### src/hw/rtl/mandelbrot_escape_color_pixel_defines.svh
// ---------------------------------------------------------------------------
// mandelbrot_escape_color_pixel_defines.svh
// Assertion macros shared by the escape-time pixel block.
// ---------------------------------------------------------------------------
`ifndef MANDELBROT_ESCAPE_COLOR_PIXEL_DEFINES_SVH
`define MANDELBROT_ESCAPE_COLOR_PIXEL_DEFINES_SVH

// Clocked check, masked while reset is asserted
`define MEBC_ASSERT_CLK(lbl, prop, msg) \
	lbl: assert property (@(posedge clk) disable iff (!arst_n) prop) else $error(msg);

// Clocked check that also holds during reset
`define MEBC_ASSERT_RST(lbl, prop, msg) \
	lbl: assert property (@(posedge clk) prop) else $error(msg);

`endif

### src/hw/rtl/mebc_pkg.sv
// ---------------------------------------------------------------------------
// mebc_pkg
// Types and constants of the escape-time pixel block.
// ---------------------------------------------------------------------------
package mebc_pkg;

	// Coordinate format: signed, 28 fraction bits
	localparam int COORD_W = 32;
	localparam int FRAC_W  = 28;
	localparam int PROD_W  = 2 * COORD_W;
	localparam int ITER_W  = 12;
	localparam int GAIN_W  = 8;
	localparam int IDX_W   = 12;
	localparam int CFG_IDX_W = 3;

	// Register indexes
	localparam logic [CFG_IDX_W-1:0] REG_ORIGIN_REAL = 3'd0;
	localparam logic [CFG_IDX_W-1:0] REG_ORIGIN_IMAG = 3'd1;
	localparam logic [CFG_IDX_W-1:0] REG_STEP_REAL   = 3'd2;
	localparam logic [CFG_IDX_W-1:0] REG_STEP_IMAG   = 3'd3;
	localparam logic [CFG_IDX_W-1:0] REG_ITER_LIMIT  = 3'd4;
	localparam logic [CFG_IDX_W-1:0] REG_RED_GAIN    = 3'd5;
	localparam logic [CFG_IDX_W-1:0] REG_GREEN_GAIN  = 3'd6;
	localparam logic [CFG_IDX_W-1:0] REG_BLUE_GAIN   = 3'd7;

	// Escape box |z| component bound 3.0 and its square 9.0 (56 fraction bits)
	localparam logic signed [COORD_W-1:0] BOUND     = 32'sh3000_0000;
	localparam logic signed [COORD_W-1:0] NEG_BOUND = 32'shD000_0000;
	localparam logic [PROD_W:0]           BOUND_SQ  = 65'h0_0900_0000_0000_0000;

	localparam logic [7:0] WHITE = 8'hFF;

	typedef struct packed {
		logic [IDX_W-1:0] column;
		logic [IDX_W-1:0] row;
	} pixel_t;

	typedef struct packed {
		logic [7:0] blue;
		logic [7:0] green;
		logic [7:0] red;
		logic       escaped;
	} color_t;

	typedef struct packed {
		logic signed [COORD_W-1:0] origin_real;
		logic signed [COORD_W-1:0] origin_imag;
		logic signed [COORD_W-1:0] step_real;
		logic signed [COORD_W-1:0] step_imag;
		logic [ITER_W-1:0]         iteration_limit;
		logic [GAIN_W-1:0]         red_gain;
		logic [GAIN_W-1:0]         green_gain;
		logic [GAIN_W-1:0]         blue_gain;
	} cfg_t;

	typedef enum logic [2:0] {
		ST_IDLE,
		ST_MAP_R,
		ST_MAP_I,
		ST_MUL_XX,
		ST_MUL_YY,
		ST_MUL_XY,
		ST_UPD,
		ST_DONE
	} state_t;

endpackage

### src/hw/rtl/mebc_mul.sv
// ---------------------------------------------------------------------------
// mebc_mul
// Shared signed 32x32 multiplier with registered 64-bit product.
// ---------------------------------------------------------------------------
module mebc_mul import mebc_pkg::*; (
	input  logic                      clk,
	input  logic signed [COORD_W-1:0] a,
	input  logic signed [COORD_W-1:0] b,
	output logic signed [PROD_W-1:0]  p
);

	logic signed [PROD_W-1:0] p_q;

	// one product per cycle, full precision
	always_ff @(posedge clk) begin
		p_q <= PROD_W'(a) * PROD_W'(b);
	end

	assign p = p_q;

endmodule

### src/hw/rtl/mebc_core.sv
// ---------------------------------------------------------------------------
// mebc_core
// Sequencer and datapath: maps a pixel to c, iterates z = z*z + c on the
// shared multiplier, and holds the color result for the output channel.
// ---------------------------------------------------------------------------
`include "mandelbrot_escape_color_pixel_defines.svh"

module mebc_core import mebc_pkg::*; (
	input  logic   clk,
	input  logic   arst_n,
	input  cfg_t   cfg,
	input  logic   pixel_valid,
	output logic   pixel_stall,
	input  pixel_t pixel,
	output logic   color_valid,
	input  logic   color_stall,
	output color_t color
);

	state_t state_q, state_d;

	logic [IDX_W-1:0]          col_q, row_q;
	logic signed [COORD_W-1:0] cx_q, cy_q, zx_q, zy_q;
	logic signed [PROD_W-1:0]  sqx_q, sqy_q;
	logic [ITER_W-1:0]         d_q;
	logic                      first_q;
	logic                      esc_q;
	logic                      color_valid_q;
	color_t                    color_q;

	logic signed [COORD_W-1:0] mul_a, mul_b;
	logic signed [PROD_W-1:0]  prod;

	logic signed [PROD_W:0]    diff;
	logic signed [COORD_W-1:0] nx, ny;
	logic [PROD_W:0]           mag_sq;
	logic                      box_out, sq_out, limit_hit;
	logic                      accept, load_out;

	// saturate a wide sum to the coordinate range
	function automatic logic signed [COORD_W-1:0] sat_coord(
		input logic signed [PROD_W+1:0] v
	);
		logic fits;
		fits = (v[PROD_W+1:COORD_W-1] == {(PROD_W-COORD_W+3){v[PROD_W+1]}});
		if (fits)
			return v[COORD_W-1:0];
		else if (v[PROD_W+1])
			return {1'b1, {(COORD_W-1){1'b0}}};
		else
			return {1'b0, {(COORD_W-1){1'b1}}};
	endfunction

	// shared multiplier and its operand select
	mebc_mul u_mul (
		.clk (clk),
		.a   (mul_a),
		.b   (mul_b),
		.p   (prod)
	);

	always_comb begin
		unique case (state_q)
			ST_MAP_R: begin
				mul_a = cfg.step_real;
				mul_b = $signed({{(COORD_W-IDX_W){1'b0}}, col_q});
			end
			ST_MAP_I: begin
				mul_a = cfg.step_imag;
				mul_b = $signed({{(COORD_W-IDX_W){1'b0}}, row_q});
			end
			ST_MUL_XX: begin
				mul_a = zx_q;
				mul_b = zx_q;
			end
			ST_MUL_YY: begin
				mul_a = zy_q;
				mul_b = zy_q;
			end
			default: begin
				mul_a = zx_q;
				mul_b = zy_q;
			end
		endcase
	end

	// next z from the stored squares and the cross product on the unit output
	assign diff = (PROD_W+1)'(sqx_q) - (PROD_W+1)'(sqy_q);
	assign nx = sat_coord((PROD_W+2)'(diff >>> FRAC_W) + (PROD_W+2)'(cx_q));
	assign ny = sat_coord((PROD_W+2)'(prod >>> (FRAC_W - 1)) + (PROD_W+2)'(cy_q));
	assign box_out = (nx > BOUND) || (nx < NEG_BOUND) || (ny > BOUND) || (ny < NEG_BOUND);

	// magnitude test: zx^2 held, zy^2 on the unit output
	assign mag_sq = {1'b0, sqx_q} + {1'b0, prod};
	assign sq_out = mag_sq > BOUND_SQ;

	assign limit_hit = (d_q == cfg.iteration_limit);
	assign accept = pixel_valid && (state_q == ST_IDLE);
	assign load_out = (state_q == ST_DONE) && (!color_valid_q || !color_stall);

	// state register
	always_ff @(posedge clk or negedge arst_n) begin
		if (!arst_n) begin
			state_q <= ST_IDLE;
		end else begin
			state_q <= state_d;
		end
	end

	// next state
	always_comb begin
		state_d = state_q;
		unique case (state_q)
			ST_IDLE:   if (pixel_valid) state_d = ST_MAP_R;
			ST_MAP_R:  state_d = ST_MAP_I;
			ST_MAP_I:  state_d = ST_MUL_XX;
			ST_MUL_XX: state_d = ST_MUL_YY;
			ST_MUL_YY: state_d = ST_MUL_XY;
			ST_MUL_XY: begin
				if (!first_q && sq_out)
					state_d = ST_DONE;
				else
					state_d = ST_UPD;
			end
			ST_UPD: begin
				if (limit_hit || box_out)
					state_d = ST_DONE;
				else
					state_d = ST_MUL_XX;
			end
			ST_DONE:   if (load_out) state_d = ST_IDLE;
		endcase
	end

	// iteration datapath
	always_ff @(posedge clk) begin
		unique case (state_q)
			ST_IDLE: begin
				if (accept) begin
					col_q   <= pixel.column;
					row_q   <= pixel.row;
					zx_q    <= '0;
					zy_q    <= '0;
					d_q     <= '0;
					first_q <= 1'b1;
					esc_q   <= 1'b0;
				end
			end
			ST_MAP_R: ;
			ST_MAP_I: cx_q <= sat_coord((PROD_W+2)'(prod) + (PROD_W+2)'(cfg.origin_real));
			ST_MUL_XX: begin
				if (first_q)
					cy_q <= sat_coord((PROD_W+2)'(prod) + (PROD_W+2)'(cfg.origin_imag));
			end
			ST_MUL_YY: sqx_q <= prod;
			ST_MUL_XY: begin
				sqy_q <= prod;
				if (!first_q) begin
					if (sq_out)
						esc_q <= 1'b1;
					else
						d_q <= d_q + 1'b1;
				end
			end
			ST_UPD: begin
				if (!limit_hit) begin
					zx_q    <= nx;
					zy_q    <= ny;
					first_q <= 1'b0;
					esc_q   <= box_out;
				end
			end
			ST_DONE: ;
		endcase
	end

	// output register
	always_ff @(posedge clk or negedge arst_n) begin
		if (!arst_n) begin
			color_valid_q <= 1'b0;
		end else if (load_out) begin
			color_valid_q <= 1'b1;
		end else if (!color_stall) begin
			color_valid_q <= 1'b0;
		end
	end

	always_ff @(posedge clk) begin
		if (load_out) begin
			if (esc_q) begin
				color_q.blue    <= 8'(d_q[7:0] * cfg.blue_gain);
				color_q.green   <= 8'(d_q[7:0] * cfg.green_gain);
				color_q.red     <= 8'(d_q[7:0] * cfg.red_gain);
				color_q.escaped <= 1'b1;
			end else begin
				color_q.blue    <= WHITE;
				color_q.green   <= WHITE;
				color_q.red     <= WHITE;
				color_q.escaped <= 1'b0;
			end
		end
	end

	assign pixel_stall = (state_q != ST_IDLE);
	assign color_valid = color_valid_q;
	assign color       = color_q;

	// checks
	`MEBC_ASSERT_CLK(a_accept_starts, accept |=> state_q == ST_MAP_R, "accepted pixel did not start mapping")
	`MEBC_ASSERT_CLK(a_round_bound, state_q != ST_IDLE |-> d_q <= cfg.iteration_limit, "round count passed limit")
	`MEBC_ASSERT_CLK(a_z_in_box, state_q == ST_UPD |-> (zx_q <= BOUND) && (zx_q >= NEG_BOUND) && (zy_q <= BOUND) && (zy_q >= NEG_BOUND), "z outside escape box at update")
	`MEBC_ASSERT_CLK(a_done_waits, (state_q == ST_DONE) && color_valid_q && color_stall |=> state_q == ST_DONE, "result dropped while output held")
	`MEBC_ASSERT_RST(a_reset_empty, !arst_n |-> !color_valid_q && (state_q == ST_IDLE), "output or sequencer not cleared in reset")

endmodule

### src/hw/rtl/mandelbrot_escape_color_pixel.sv
// ---------------------------------------------------------------------------
// mandelbrot_escape_color_pixel
// Escape-time coloring of one pixel in fixed point, with configuration
// registers and one shared multiplier under a small sequencer.
// ---------------------------------------------------------------------------
//  channel  direction  handshake                  payload
//  pixel    in         pixel_valid / pixel_stall  pixel_t  (column, row)
//  color    out        color_valid / color_stall  color_t  (blue, green, red, escaped)
//  cfg      in         cfg_we                     cfg_index, cfg_wdata
//
//  A color is produced once a point stays bounded up to the limit L, leaves
//  the +/-3 box in round d, or is caught only by |z|^2 > 9. A round is three
//  products on the one 32x32 multiplier plus an update. The input stalls until
//  the sequencer is idle again, which it becomes as the result enters the output
//  register; the result waits there while the next pixel starts. Reset clears
//  the sequencer and the output valid and loads register defaults.
// ---------------------------------------------------------------------------
module mandelbrot_escape_color_pixel import mebc_pkg::*; (
	input  logic                 clk,
	input  logic                 arst_n,
	input  logic                 pixel_valid,
	output logic                 pixel_stall,
	input  pixel_t               pixel,
	output logic                 color_valid,
	input  logic                 color_stall,
	output color_t               color,
	input  logic                 cfg_we,
	input  logic [CFG_IDX_W-1:0] cfg_index,
	input  logic [COORD_W-1:0]   cfg_wdata
);

	cfg_t cfg_q;

	// configuration registers
	always_ff @(posedge clk or negedge arst_n) begin
		if (!arst_n) begin
			cfg_q.origin_real     <= -32'sd536870912;
			cfg_q.origin_imag     <= -32'sd268435456;
			cfg_q.step_real       <= 32'sd2097152;
			cfg_q.step_imag       <= 32'sd2097152;
			cfg_q.iteration_limit <= 12'd256;
			cfg_q.red_gain        <= 8'd1;
			cfg_q.green_gain      <= 8'd1;
			cfg_q.blue_gain       <= 8'd1;
		end else if (cfg_we) begin
			unique case (cfg_index)
				REG_ORIGIN_REAL: cfg_q.origin_real     <= $signed(cfg_wdata);
				REG_ORIGIN_IMAG: cfg_q.origin_imag     <= $signed(cfg_wdata);
				REG_STEP_REAL:   cfg_q.step_real       <= $signed(cfg_wdata);
				REG_STEP_IMAG:   cfg_q.step_imag       <= $signed(cfg_wdata);
				REG_ITER_LIMIT:  cfg_q.iteration_limit <= cfg_wdata[ITER_W-1:0];
				REG_RED_GAIN:    cfg_q.red_gain        <= cfg_wdata[GAIN_W-1:0];
				REG_GREEN_GAIN:  cfg_q.green_gain      <= cfg_wdata[GAIN_W-1:0];
				REG_BLUE_GAIN:   cfg_q.blue_gain       <= cfg_wdata[GAIN_W-1:0];
			endcase
		end
	end

	// iteration core
	mebc_core u_core (
		.clk         (clk),
		.arst_n      (arst_n),
		.cfg         (cfg_q),
		.pixel_valid (pixel_valid),
		.pixel_stall (pixel_stall),
		.pixel       (pixel),
		.color_valid (color_valid),
		.color_stall (color_stall),
		.color       (color)
	);

endmodule

### config.mk
export PLATFORM = sky130hd
export DESIGN_NAME = mandelbrot_escape_color_pixel
export DESIGN_NICKNAME = d
export VERILOG_FILES = /design/src/hw/rtl/mebc_pkg.sv /design/src/hw/rtl/mebc_mul.sv /design/src/hw/rtl/mebc_core.sv /design/src/hw/rtl/mandelbrot_escape_color_pixel.sv
export VERILOG_INCLUDE_DIRS = /design/src /design/src/hw/rtl
export SDC_FILE = /design/constraint.sdc
export NUM_CORES = 2
export LEC_CHECK = 0
export ABC_AREA = 1
export BUFFER_PORTS_ARGS = -buffer_cell sky130_fd_sc_hd__buf_2
export CAP_MARGIN = 20
export CORE_ASPECT_RATIO = 0.9
export CORE_MARGIN = 4
export CORE_UTILIZATION = 60
export DETAILED_ROUTE_END_ITERATION = 16
export GPL_ROUTABILITY_DRIVEN = 0
export PLACE_DENSITY_LB_ADDON = 0.2
export SYNTH_ARGS = -nofsm -noshare
export SYNTH_HDL_FRONTEND = slang
export SYNTH_SLANG_ARGS = --single-unit
### constraint.sdc
create_clock -name clk -period 9.6 [get_ports clk]
set_input_delay 0.96 -clock clk [delete_from_list [all_inputs] [get_ports clk]]
set_output_delay 0.96 -clock clk [all_outputs]
set_load 0.03 [all_outputs]
==> flow_metrics.env <==
export IMPL_status="finished, final reports clean"
export IMPL_io_pins=91
export IMPL_drt_iter0_drc=10862
export IMPL_grt_antenna_before_repair=15
export IMPL_core_sq_um=136000
export IMPL_cts_root_buf="clkbuf_16"
export IMPL_fin_setup_tns_ps=0
export IMPL_grt_usage=0.398
export IMPL_crit_arrival_ps=10110
export IMPL_cap_violations=0
export IMPL_regArea_sq_um=15100
export IMPL_remaining_drc_errors=0
export IMPL_syn_nets=12529
export IMPL_cts_tree="yes"
export IMPL_cts_inserted_buffers=52
export IMPL_final_common_cell="nand2_1"
export IMPL_dieArea_sq_um=143000
export IMPL_final_cell_area_sq_um=87700
export IMPL_period_share=0.999
export IMPL_synth_seq_cells=551
export IMPL_htree_levels=2
export IMPL_multi_input_area_sq_um=58100
export IMPL_ys_seq_area_frac=0.183
export IMPL_path_common_cell="fa_1"
export IMPL_syn_area_sq_um=82500
export IMPL_postSynthAreaPerCell_sq_um=7.65
export IMPL_numPortBuffers=90
export IMPL_hold_path_class="input port to asynchronous set/reset pin"
export IMPL_yosysUniqueCellTypes=67
export IMPL_routed_via_density=5.98
export IMPL_clkTransAtPathRegs_ps=70
export IMPL_drive_gt1_frac=0.0463
export IMPL_hold_violations=0
export IMPL_finalSetupViolCount=0
export IMPL_worst_pin_slew_ps=1100
export IMPL_vias=76126
export IMPL_hpwlAfterDp_mm=240
export IMPL_final_cell_mix="2605 x nand2_1, 2171 x inv_1, 1122 x fa_1"
export IMPL_clock_path_buffers=3
export IMPL_finish_utilization=0.645
export IMPL_nets=12599
export IMPL_async_flop_share=0.305
export IMPL_worst_path_max_fanout=12
export IMPL_final_max_slew_viol_count=0
export IMPL_die_y_microns=360
export IMPL_ant_nets=0
export IMPL_fill_cells=11699
export IMPL_grt_setup_unrepaired="no"
export IMPL_start_util=0.607
export IMPL_crit_slowest_cell="o22ai_1"
export IMPL_place_area_sq_um=85600
export IMPL_dp_slack_ps=119
export IMPL_grt_max_degree=92
export IMPL_grt_pass1_wl_mm=433
export IMPL_cp_data_required_time_ps=10120
export IMPL_num_rows=128
export IMPL_cts_sinks=551
export IMPL_dr_pass1_iters=9
export IMPL_ys_flop_type="edfxtp_1"
export IMPL_startpoint_type="flip-flop"
export IMPL_wl_mm=290
export IMPL_clock_fmax_ghz=0.104
export IMPL_chipWidth_microns=399
export IMPL_syn_to_final_growth_pct=6.26
export IMPL_overflow=0
export IMPL_cts_hold_fix_buffers=0
export IMPL_yosys_warnings=0
export IMPL_worstSetupPathType="flip-flop to flip-flop"
export IMPL_setup_ws_ps=12.3
export IMPL_synth_edf_count=319
export IMPL_wl_per_cell_microns=22.7
export IMPL_clock_latency_ps=680
export IMPL_finClkSkew_ps=71.5
export IMPL_end_kind="flip-flop"
export IMPL_syn_inst=10780
export IMPL_slew_headroom=0.258
export IMPL_fin_crit_ps=9590
export IMPL_grt_pass1_vias=72331
export IMPL_slowest_delay_ps=730
[critical path, delay by kind of cell (launching register included)]
| family | cells | cell delay, ps |
|---|---|---|
| buffers and inverters | 8 | 1190 |
| flip-flops | 1 | 450 |
| adder cells (fa/ha/maj) | 9 | 4340 |
| AND/OR/NAND/NOR | 6 | 940 |
| XOR/XNOR | 1 | 180 |
| AO/OA/AOI/OAI | 7 | 2350 |
[registers in the layout, summed over array words and instances, names as in the netlist, 3 cells and up]
register / flops
u_core.cx_q: 32
u_core.d_q: 12
u_core.sqy_q: 64
u_core.row_q: 12
u_core.color: 25
u_core.u_mul.p: 64
u_core.zy_q: 32
u_core.zx_q: 32
u_core.state_q: 3
u_core.sqx_q: 64
u_core.col_q: 12
cfg_q: 164
u_core.cy_q: 32
[per-stage QoR]
stage          hold WS (ps)  cells
3_5_place_dp            473  12597
6_report                313  12733
4_1_cts                 394  12695
2_1_floorplan           453  10780
5_1_grt                 393  12714
3_3_place_gp            469  12597
[cell usage after synthesis (all sizes together) (14+ instances only)]
| cell | instances | area [sq um] |
|---|---|---|
| xnor2 | 139 | 1220 |
| a31oi | 74 | 463 |
| a22oi | 15 | 113 |
| xor2 | 252 | 2210 |
| nand3b | 20 | 163 |
| nand4 | 70 | 438 |
| nor4 | 28 | 181 |
| a21boi | 23 | 173 |
| fa | 1123 | 22500 |
| o211ai | 16 | 120 |
| clkbuf | 241 | 908 |
| o21a | 30 | 225 |
| buf | 40 | 284 |
| or2 | 15 | 93.8 |
| ha | 562 | 7030 |
| a221oi | 20 | 175 |
| inv | 2199 | 8260 |
| edfxtp | 319 | 9580 |
| nand2 | 2624 | 9930 |
| o21ai | 516 | 2610 |
| a21oi | 597 | 3020 |
| dfrtp | 155 | 3880 |
| dfxtp | 64 | 1280 |
| o21bai | 47 | 353 |
| a21o | 41 | 308 |
| nand3 | 364 | 1830 |
| a211oi | 14 | 105 |
| o2111ai | 17 | 149 |
| nor2 | 1004 | 3800 |
| nor3 | 79 | 400 |
[cells by family (layout without fill, tap and decap cells)]
kind of cell    count (synthesis)  count (layout)  synth area share
fa+ha+maj                    1685            1685             0.358
simple gates                 4219            4219             0.205
buf+inv                      2491            2605             0.115
flops                         551             551             0.183
other cells                     0              19                 0
compound gates               1443            1443            0.0978
xor+xnor                      391             391            0.0415
[final cells by class]
class | instances | area share
diodes | 19 | 0.000542
clock buffers | 65 | 0.0162
clock inverters | 33 | 0.00367
inverters | 2210 | 0.0951
multi-input cells | 7738 | 0.663
flip-flops and latches | 551 | 0.172
well taps | 1820 | 0.0260
repair buffers | 296 | 0.0239
repair inverters | 1 | 0.0000856
[path summary, 6_finish.rpt]
path                                   start                 end  slack (ps)  depth (start not counted)
max                        u_core.state_q[0]  u_core.u_mul.p[59]          10                         31
min reg2reg                        cfg_q[26]           cfg_q[26]         480                          2
max in group asynchronous             arst_n            cfg_q[8]        7920                          3
min in group clk                   cfg_q[26]           cfg_q[26]         480                          2
max reg2reg                u_core.state_q[0]  u_core.u_mul.p[59]          10                         31
min                                   arst_n            cfg_q[1]         310                          1
[per-layer routing]
layer,share of wire,track usage
met1,0.37,0.541
met2,0.39,0.535
met3,0.17,0.172
met4,0.068,0.212
met5,0.0016,0.00430
[what timing repair did]
| action | in CTS | in global routing |
|---|---|---|
| buffers inserted | 0 | 11 |
| endpoints found under the setup margin | 0 | 16 |
| gates resized for setup | 0 | 31 |
| endpoints found under the hold margin | 0 | 0 |
Power is left out: the tool's default activity adds up to more than one toggle a clock period on the data nets, which glitch-free logic cannot reach.
